<file path="src/design/fhm_pkg.sv">
// ----------------------------------------------------------------------------
// fhm_pkg - shared definitions for the FIFO hand-off mutex
// Default sizes, result status codes, controller states and the control
// bundle that the controller drives into every queue cell.
// ----------------------------------------------------------------------------
package fhm_pkg;

   // Default sizes
   localparam int DEF_QUEUE_DEPTH    = 16;
   localparam int DEF_THREAD_ID_BITS = 8;

   // Request commands
   localparam logic CMD_LOCK   = 1'b0;
   localparam logic CMD_UNLOCK = 1'b1;

   // Result status codes
   typedef enum logic [2:0] {
      STAT_GRANTED   = 3'd0,
      STAT_QUEUED    = 3'd1,
      STAT_DUPLICATE = 3'd2,
      STAT_FULL      = 3'd3,
      STAT_RELEASED  = 3'd4,
      STAT_HANDOFF   = 3'd5
   } status_type;

   // Controller states
   typedef enum logic {
      ST_IDLE,
      ST_EVAL
   } fsm_state_type;

   // Per-cycle control broadcast to the queue cells
   typedef struct packed {
      logic capture;   // register match flags against the incoming id
      logic append;    // tail cell loads the pending id
      logic pop;       // every cell takes its upstream neighbor's entry
   } cell_ctrl_type;

endpackage

</file>
<file path="src/design/fhm_cell.sv">
// ----------------------------------------------------------------------------
// fhm_cell - one slot of the wait queue
// Holds one waiting thread id. Cell 0 is the queue head. On a pop every cell
// takes the entry of the cell behind it; on an append the cell at the tail
// position loads the new id. Each cell flags a match against a request id.
// ----------------------------------------------------------------------------
module fhm_cell #(
   parameter int ID_BITS    = fhm_pkg::DEF_THREAD_ID_BITS,
   parameter int CNT_BITS   = 5,
   parameter int CELL_INDEX = 0
) (
   input  logic                  clock,
   input  logic                  reset,
   input  fhm_pkg::cell_ctrl_type ctrl,
   input  logic [CNT_BITS-1:0]   fill_count,
   input  logic [ID_BITS-1:0]    match_id,
   input  logic [ID_BITS-1:0]    append_id,
   input  logic [ID_BITS-1:0]    upstream_entry,
   output logic [ID_BITS-1:0]    entry,
   output logic                  hit
);
   import fhm_pkg::*;

   logic [ID_BITS-1:0] entry_ff;
   logic [ID_BITS-1:0] entry_in;
   logic               hit_ff;
   logic               hit_in;
   logic               occupied;
   logic               at_tail;

   // Slot position relative to the fill level
   assign occupied = CNT_BITS'(CELL_INDEX) < fill_count;
   assign at_tail  = CNT_BITS'(CELL_INDEX) == fill_count;

   // Entry: shift toward the head on pop, load at the tail on append
   always_comb begin
      entry_in = entry_ff;
      if (ctrl.pop) begin
         entry_in = upstream_entry;
      end else if (ctrl.append && at_tail) begin
         entry_in = append_id;
      end
   end

   // Match flag, sampled when a transaction is taken
   always_comb begin
      hit_in = hit_ff;
      if (ctrl.capture) begin
         hit_in = occupied && (entry_ff == match_id);
      end
   end

   always_ff @(posedge clock) begin
      entry_ff <= entry_in;
   end

   always_ff @(posedge clock) begin
      if (reset) begin
         hit_ff <= 1'b0;
      end else begin
         hit_ff <= hit_in;
      end
   end

   assign entry = entry_ff;
   assign hit   = hit_ff;

endmodule

</file>
<file path="src/design/fifo_handoff_mutex_unit.sv">
// ----------------------------------------------------------------------------
// fifo_handoff_mutex_unit - hardware mutex with FIFO hand-off
// Grants a free mutex at once, queues lockers of a held mutex in a chain of
// cells, and on unlock hands ownership straight to the oldest waiter.
//
//   Channel  | Direction | Handshake          | Payload
//   ---------+-----------+--------------------+-------------------------------
//   req_     | in        | req_valid/req_stall| command, thread_id
//   rsp_     | out       | rsp_valid/rsp_stall| status, woken_thread,
//            |           |                    | current_owner, is_held, waiters
//
// Each transaction is taken in ST_IDLE, where the per-cell match flags of the
// queue are sampled, and decided in ST_EVAL, which updates owner, queue and count.
// No new request is taken until the one before it has been decided.
// Reset (synchronous) frees the mutex and empties the queue; no sweep needed.
// While a result is stalled on rsp_, requests are stalled too.
// ----------------------------------------------------------------------------
module fifo_handoff_mutex_unit #(
   parameter int QUEUE_DEPTH    = fhm_pkg::DEF_QUEUE_DEPTH,
   parameter int THREAD_ID_BITS = fhm_pkg::DEF_THREAD_ID_BITS
) (
   input  logic       clock,
   input  logic       reset,
   input  logic       req_valid,
   output logic       req_stall,
   input  logic       req_command,
   input  logic [7:0] req_thread_id,
   output logic       rsp_valid,
   input  logic       rsp_stall,
   output logic [2:0] rsp_status,
   output logic [7:0] rsp_woken_thread,
   output logic [7:0] rsp_current_owner,
   output logic       rsp_is_held,
   output logic [4:0] rsp_waiters
);
   import fhm_pkg::*;

   localparam int IdW  = THREAD_ID_BITS;
   localparam int CntW = $clog2(QUEUE_DEPTH + 1);

   fsm_state_type     state_ff;
   fsm_state_type     state_in;
   logic              req_accept;
   logic              in_eval;
   logic [IdW+7:0]    req_tid_ext;
   logic [IdW-1:0]    req_tid;

   logic              cmd_ff;
   logic [IdW-1:0]    tid_ff;
   logic              held_ff;
   logic              held_in;
   logic [IdW-1:0]    owner_ff;
   logic [IdW-1:0]    owner_in;
   logic [CntW-1:0]   count_ff;
   logic [CntW-1:0]   count_in;
   logic              rsp_valid_ff;
   logic              rsp_valid_in;
   status_type        status_ff;
   status_type        status_in;
   logic [IdW-1:0]    woken_ff;
   logic [IdW-1:0]    woken_in;

   cell_ctrl_type     cell_ctrl;
   logic              do_append;
   logic              do_pop;
   logic [IdW-1:0]    entry [QUEUE_DEPTH];
   logic [QUEUE_DEPTH-1:0] hit;
   logic              dup_waiter;
   logic              queue_full;
   logic              queue_empty;

   logic [IdW+7:0]    owner_ext;
   logic [IdW+7:0]    woken_ext;
   logic [CntW+4:0]   count_ext;

   // Request id folded to the configured id width
   assign req_tid_ext = {{IdW{1'b0}}, req_thread_id};
   assign req_tid     = req_tid_ext[IdW-1:0];
   assign req_accept  = req_valid && !req_stall;

   // Next state
   always_comb begin
      unique case (state_ff)
         ST_IDLE: state_in = req_accept ? ST_EVAL : ST_IDLE;
         ST_EVAL: state_in = ST_IDLE;
         default: state_in = ST_IDLE;
      endcase
   end

   // State outputs
   always_comb begin
      unique case (state_ff)
         ST_IDLE: begin
            in_eval   = 1'b0;
            req_stall = rsp_valid_ff && rsp_stall;
         end
         ST_EVAL: begin
            in_eval   = 1'b1;
            req_stall = 1'b1;
         end
         default: begin
            in_eval   = 1'b0;
            req_stall = 1'b1;
         end
      endcase
   end

   always_ff @(posedge clock) begin
      if (reset) begin
         state_ff <= ST_IDLE;
      end else begin
         state_ff <= state_in;
      end
   end

   // Captured request
   always_ff @(posedge clock) begin
      if (req_accept) begin
         cmd_ff <= req_command;
         tid_ff <= req_tid;
      end
   end

   // Queue of waiting threads
   assign cell_ctrl.capture = req_accept;
   assign cell_ctrl.append  = do_append;
   assign cell_ctrl.pop     = do_pop;

   for (genvar i = 0; i < QUEUE_DEPTH; i++) begin : g_cell
      logic [IdW-1:0] upstream;
      if (i == QUEUE_DEPTH - 1) begin : g_last
         assign upstream = '0;
      end else begin : g_mid
         assign upstream = entry[i+1];
      end
      fhm_cell #(
         .ID_BITS    (IdW),
         .CNT_BITS   (CntW),
         .CELL_INDEX (i)
      ) u_cell (
         .clock          (clock),
         .reset          (reset),
         .ctrl           (cell_ctrl),
         .fill_count     (count_ff),
         .match_id       (req_tid),
         .append_id      (tid_ff),
         .upstream_entry (upstream),
         .entry          (entry[i]),
         .hit            (hit[i])
      );
   end

   assign dup_waiter  = |hit;
   assign queue_full  = count_ff == CntW'(QUEUE_DEPTH);
   assign queue_empty = count_ff == '0;

   // Decision for the transaction under evaluation
   always_comb begin
      held_in   = held_ff;
      owner_in  = owner_ff;
      count_in  = count_ff;
      status_in = status_ff;
      woken_in  = woken_ff;
      do_append = 1'b0;
      do_pop    = 1'b0;
      if (in_eval) begin
         woken_in = '0;
         if (cmd_ff == CMD_LOCK) begin
            if (!held_ff) begin
               held_in   = 1'b1;
               owner_in  = tid_ff;
               status_in = STAT_GRANTED;
            end else if (dup_waiter) begin
               status_in = STAT_DUPLICATE;
            end else if (queue_full) begin
               status_in = STAT_FULL;
            end else begin
               do_append = 1'b1;
               count_in  = count_ff + 1'b1;
               status_in = STAT_QUEUED;
            end
         end else begin
            if (queue_empty) begin
               held_in   = 1'b0;
               owner_in  = '0;
               status_in = STAT_RELEASED;
            end else begin
               // hand ownership to the queue head
               do_pop    = 1'b1;
               held_in   = 1'b1;
               owner_in  = entry[0];
               woken_in  = entry[0];
               count_in  = count_ff - 1'b1;
               status_in = STAT_HANDOFF;
            end
         end
      end
   end

   // Mutex state
   always_ff @(posedge clock) begin
      if (reset) begin
         held_ff  <= 1'b0;
         owner_ff <= '0;
         count_ff <= '0;
      end else begin
         held_ff  <= held_in;
         owner_ff <= owner_in;
         count_ff <= count_in;
      end
   end

   // Result register; mutex state only moves when this slot is free
   assign rsp_valid_in = in_eval || (rsp_valid_ff && rsp_stall);

   always_ff @(posedge clock) begin
      if (reset) begin
         rsp_valid_ff <= 1'b0;
      end else begin
         rsp_valid_ff <= rsp_valid_in;
      end
   end

   always_ff @(posedge clock) begin
      status_ff <= status_in;
      woken_ff  <= woken_in;
   end

   // Output fields
   assign owner_ext = {8'h00, owner_ff};
   assign woken_ext = {8'h00, woken_ff};
   assign count_ext = {5'h00, count_ff};

   assign rsp_valid         = rsp_valid_ff;
   assign rsp_status        = status_ff;
   assign rsp_woken_thread  = woken_ext[7:0];
   assign rsp_current_owner = owner_ext[7:0];
   assign rsp_is_held       = held_ff;
   assign rsp_waiters       = count_ext[4:0];

   // Checks
   a_count_bound: assert property (@(posedge clock) disable iff (reset)
      count_ff <= CntW'(QUEUE_DEPTH))
      else $error("wait queue count beyond depth");

   a_free_empty: assert property (@(posedge clock) disable iff (reset)
      !held_ff |-> count_ff == '0)
      else $error("free mutex with waiters");

   a_handoff_owner: assert property (@(posedge clock) disable iff (reset)
      rsp_valid_ff && status_ff == STAT_HANDOFF |-> held_ff && woken_ff == owner_ff)
      else $error("hand-off result does not match owner");

   a_accept_eval: assert property (@(posedge clock) disable iff (reset)
      req_accept |=> state_ff == ST_EVAL && !req_stall == 1'b0)
      else $error("accepted transaction not evaluated");

   a_no_overwrite: assert property (@(posedge clock) disable iff (reset)
      in_eval |-> !(rsp_valid_ff && rsp_stall))
      else $error("result overwritten while stalled");

endmodule

</file>
<file path="config.mk">
export PLATFORM = sky130hd
export DESIGN_NAME = fifo_handoff_mutex_unit
export DESIGN_NICKNAME = d
export VERILOG_FILES = /design/src/design/fhm_pkg.sv /design/src/design/fhm_cell.sv /design/src/design/fifo_handoff_mutex_unit.sv
export SDC_FILE = /design/constraint.sdc
export NUM_CORES = 1
export LEC_CHECK = 0
export ABC_CLOCK_PERIOD_IN_PS = 3410
export CAP_MARGIN = 20
export CORE_MARGIN = 2
export CORE_UTILIZATION = 64
export CTS_CLUSTER_SIZE = 25
export DETAILED_ROUTE_END_ITERATION = 7
export DONT_BUFFER_PORTS = 1
export PLACE_DENSITY = 0.8
export SLEW_MARGIN = 25
export SYNTH_ARGS = -nofsm -noshare
export SYNTH_HDL_FRONTEND = slang
export SYNTH_SLANG_ARGS = --single-unit
export TNS_END_PERCENT = 1
</file>
<file path="constraint.sdc">
create_clock -name clock -period 3.41 [get_ports clock]
set_clock_uncertainty 0.15 [all_clocks]
set_input_delay 0.682 -clock clock [delete_from_list [all_inputs] [get_ports clock]]
set_output_delay 0.682 -clock clock [all_outputs]
set_load 0.02 [all_outputs]
</file>
==> impl_metrics.tcl <==
set metrics [dict create \
    diodes 0 \
    wl_per_cell_um 23.41 \
    yosys_warnings 0 \
    relSlewSlack_pct 48.55 \
    cp_top_family "simple AND/OR/NAND/NOR gates" \
    grt_max_degree 65 \
    grt_pass1_wl_mm 33.51 \
    drive_gt1_share_pct 10.70 \
    worstSetupEndpointType "register" \
    yosysUniqueCellTypes 50 \
    cp_slowest_cell "and2_1" \
    firstDrtPassIters 5 \
    path_clk_slew_ns 0.07 \
    synth-async-reset-ratio_pct 0 \
    ys_ff_latch 180 \
    period_share_pct 82.92 \
    dominantRegCellSynth "edfxtp_1" \
    rows 43 \
    insertion_delay_ns 0.44 \
    rsz0062_at_grt "false" \
    vias 5875 \
    worst_pin_slew_ns 0.7666 \
    cp_data_required_time_ns 3.56 \
    crit_type "reg -> reg" \
    tns_ns 0 \
    overflow 0 \
    outcome "finished, final reports clean" \
    synth_area_sq_mm 0.008946 \
    root_buffer "clkbuf_16" \
    syn_inst 735 \
    drt_iter0_drc 632 \
    min_period_ns 2.828 \
    wl_mm 21.28 \
    layout_commonest_cell "edfxtp_1" \
    maxCapViolCount 0 \
    vias_per_cell 6.463 \
    ant_nets 0 \
    cp_num_buf_inv 2 \
    timing.final.max_slew_violations 0 \
    ir_drop_mv 0.2931 \
    clk_path_buf_depth 2 \
    grt_pass1_vias 6119 \
    cp_max_fo 13 \
    post-cts-setup-buffer-count 0 \
    cpPeakStageDelay_ns 0.58 \
    pin_count 40 \
    avgSynthCellArea_sq_um 12.17 \
    hold_viol 0 \
    dpl.hpwl_mm 14.51 \
    cts_tree "yes" \
    route.detailed.drc 0 \
    power.density_mw_per_mm2 487.6 \
    start_util_pct 64.95 \
    antenna_found_initial 0 \
    layout_setup_ws_ns 0.5823 \
    die_area_sq_mm 0.01494 \
    layout_common_cells "edfxtp_1 (140), a21o_1 (122), xnor2_1 (84)" \
    die_w_um 122.2 \
    die-height_um 122.2 \
    syn_to_final_growth_pct 6.853 \
    arrival_ns 2.98 \
    cts_buffers 17 \
    hold_class "in -> reg" \
    setup_violations 0 \
    cp-start-kind "register" \
    groute.usage.overall_pct 30.42 \
    fin_nets 734 \
    seq_area_frac_synth_pct 55.94 \
    core_region_area_sq_mm 0.01377 \
    portBuffers 0 \
    hold_buffers 0 \
    cts_sinks 180 \
    syn-num-nets 753 \
    synth_edf_count 140 \
    dp_slack_ns 0.4898 \
    cts_htree_levels 4 \
    cts_resized 0 \
    place_congestion 0.9225 \
    timing.fmax_mhz 353.6 \
    p_leak_nw 3.719 \
    path_cells "inv_1 > ha_1 > or4b_4 > nand3_1 > and2_1 > buf_4 > a21o_1" \
]
## sequential cells by signal (all words and copies together), names as in the netlist
register,flops
rsp_waiters,5
rsp_woken_thread,8
rsp_valid,1
tid_ff,8
g_cell.u_cell.entry,128
cmd_ff,1
rsp_is_held,1
state_ff,1
rsp_status,3
rsp_current_owner,8
g_cell.u_cell.hit,16
## Yosys cell counts (all sizes together), types with 2 or more instances
master   number  area [sq um]
edfxtp      140          4204
a21o        122         915.9
xnor2        84         735.7
xor2         46         402.9
buf          41         315.3
dfxtp        40         800.8
nor2         31         116.4
clkbuf       27         101.4
nand2        26         97.59
nand4        24         150.1
a21oi        16         80.08
nor4         15         160.2
o21ai        14         70.07
nor3         11         55.05
a211oi       10         75.07
and2         10         62.56
and3         10         62.56
nand3        10         60.06
mux2i         9         90.09
a2111oi       7         61.31
ha            5         62.56
inv           4         15.01
nand2b        4         25.02
nand3b        3         22.52
nor2b         3         18.77
a22oi         2         15.01
a31o          2         17.52
a32oi         2         17.52
o31ai         2         20.02
or2           2         12.51
or3           2         13.77
or4           2         15.01
## layer usage
layer,global-route usage [%],share of wire (%),vias up
met5,0,0,-
met4,13.51,3.4,0
met3,7.017,8.9,55
met2,50.03,48,290
met1,38.61,40,2910
li1,-,-,2620
## per-stage QoR
step	power, mW	std cells	area [sq um]	util, %	hold WS [ns]
2_1_floorplan	2.783	735	8946	-	0.2706
3_3_place_gp	2.816	877	8997	65.33	0.2963
3_5_place_dp	2.829	877	8997	65.33	0.3043
4_1_cts	4.670	909	9559	69.40	0.1447
5_1_grt	4.775	909	9559	69.40	0.1466
6_report	4.661	909	9559	69.40	0.1581
## layout make-up
class                           instances  area [sq um]
Clock inverter                         15         136.4
Timing Repair Buffer                   30         237.7
Tap cell                              180         225.2
Sequential cell                       180          5005
Multi-Input combinational cell        482          3511
Fill cell                             985          4214
Inverter                                5         18.77
Clock buffer                           17         425.4
## cell families (layout without fill, tap and decap cells)
kind of cell,Yosys count,count (layout),share of synthesized area [%]
AO/OA/AOI/OAI,182,182,14.64
flip-flops,180,180,55.94
AND/OR/NAND/NOR,155,155,9.986
XOR/XNOR,130,130,12.73
buffers and inverters,73,67,4.867
multiplexers,10,10,1.133
adder cells (fa/ha/maj),5,5,0.6993
## power breakdown
| group | internal (mW) | leakage, nW | switching [mW] |
|---|---|---|---|
| logic | 0.151 | 1.85 | 0.188 |
| clock network | 0.966 | 0.278 | 0.907 |
| registers | 2.41 | 1.60 | 0.0401 |
| total | 3.53 | 3.72 | 1.13 |
## worst paths after layout
| check | from | end | slack (ns) | cells after the start |
|---|---|---|---|---|
| worst max-delay path | rsp_waiters[1] | g_cell[7].u_cell.entry[4] | 0.58 | 7 |
| worst min register to register | g_cell[2].u_cell.hit | g_cell[2].u_cell.hit | 0.31 | 2 |
| worst min-delay path | reset | g_cell[12].u_cell.hit | 0.16 | 1 |
| worst max register to register | rsp_waiters[1] | g_cell[7].u_cell.entry[4] | 0.58 | 7 |
No activity file was read; power rests on OpenSTA's default activity.
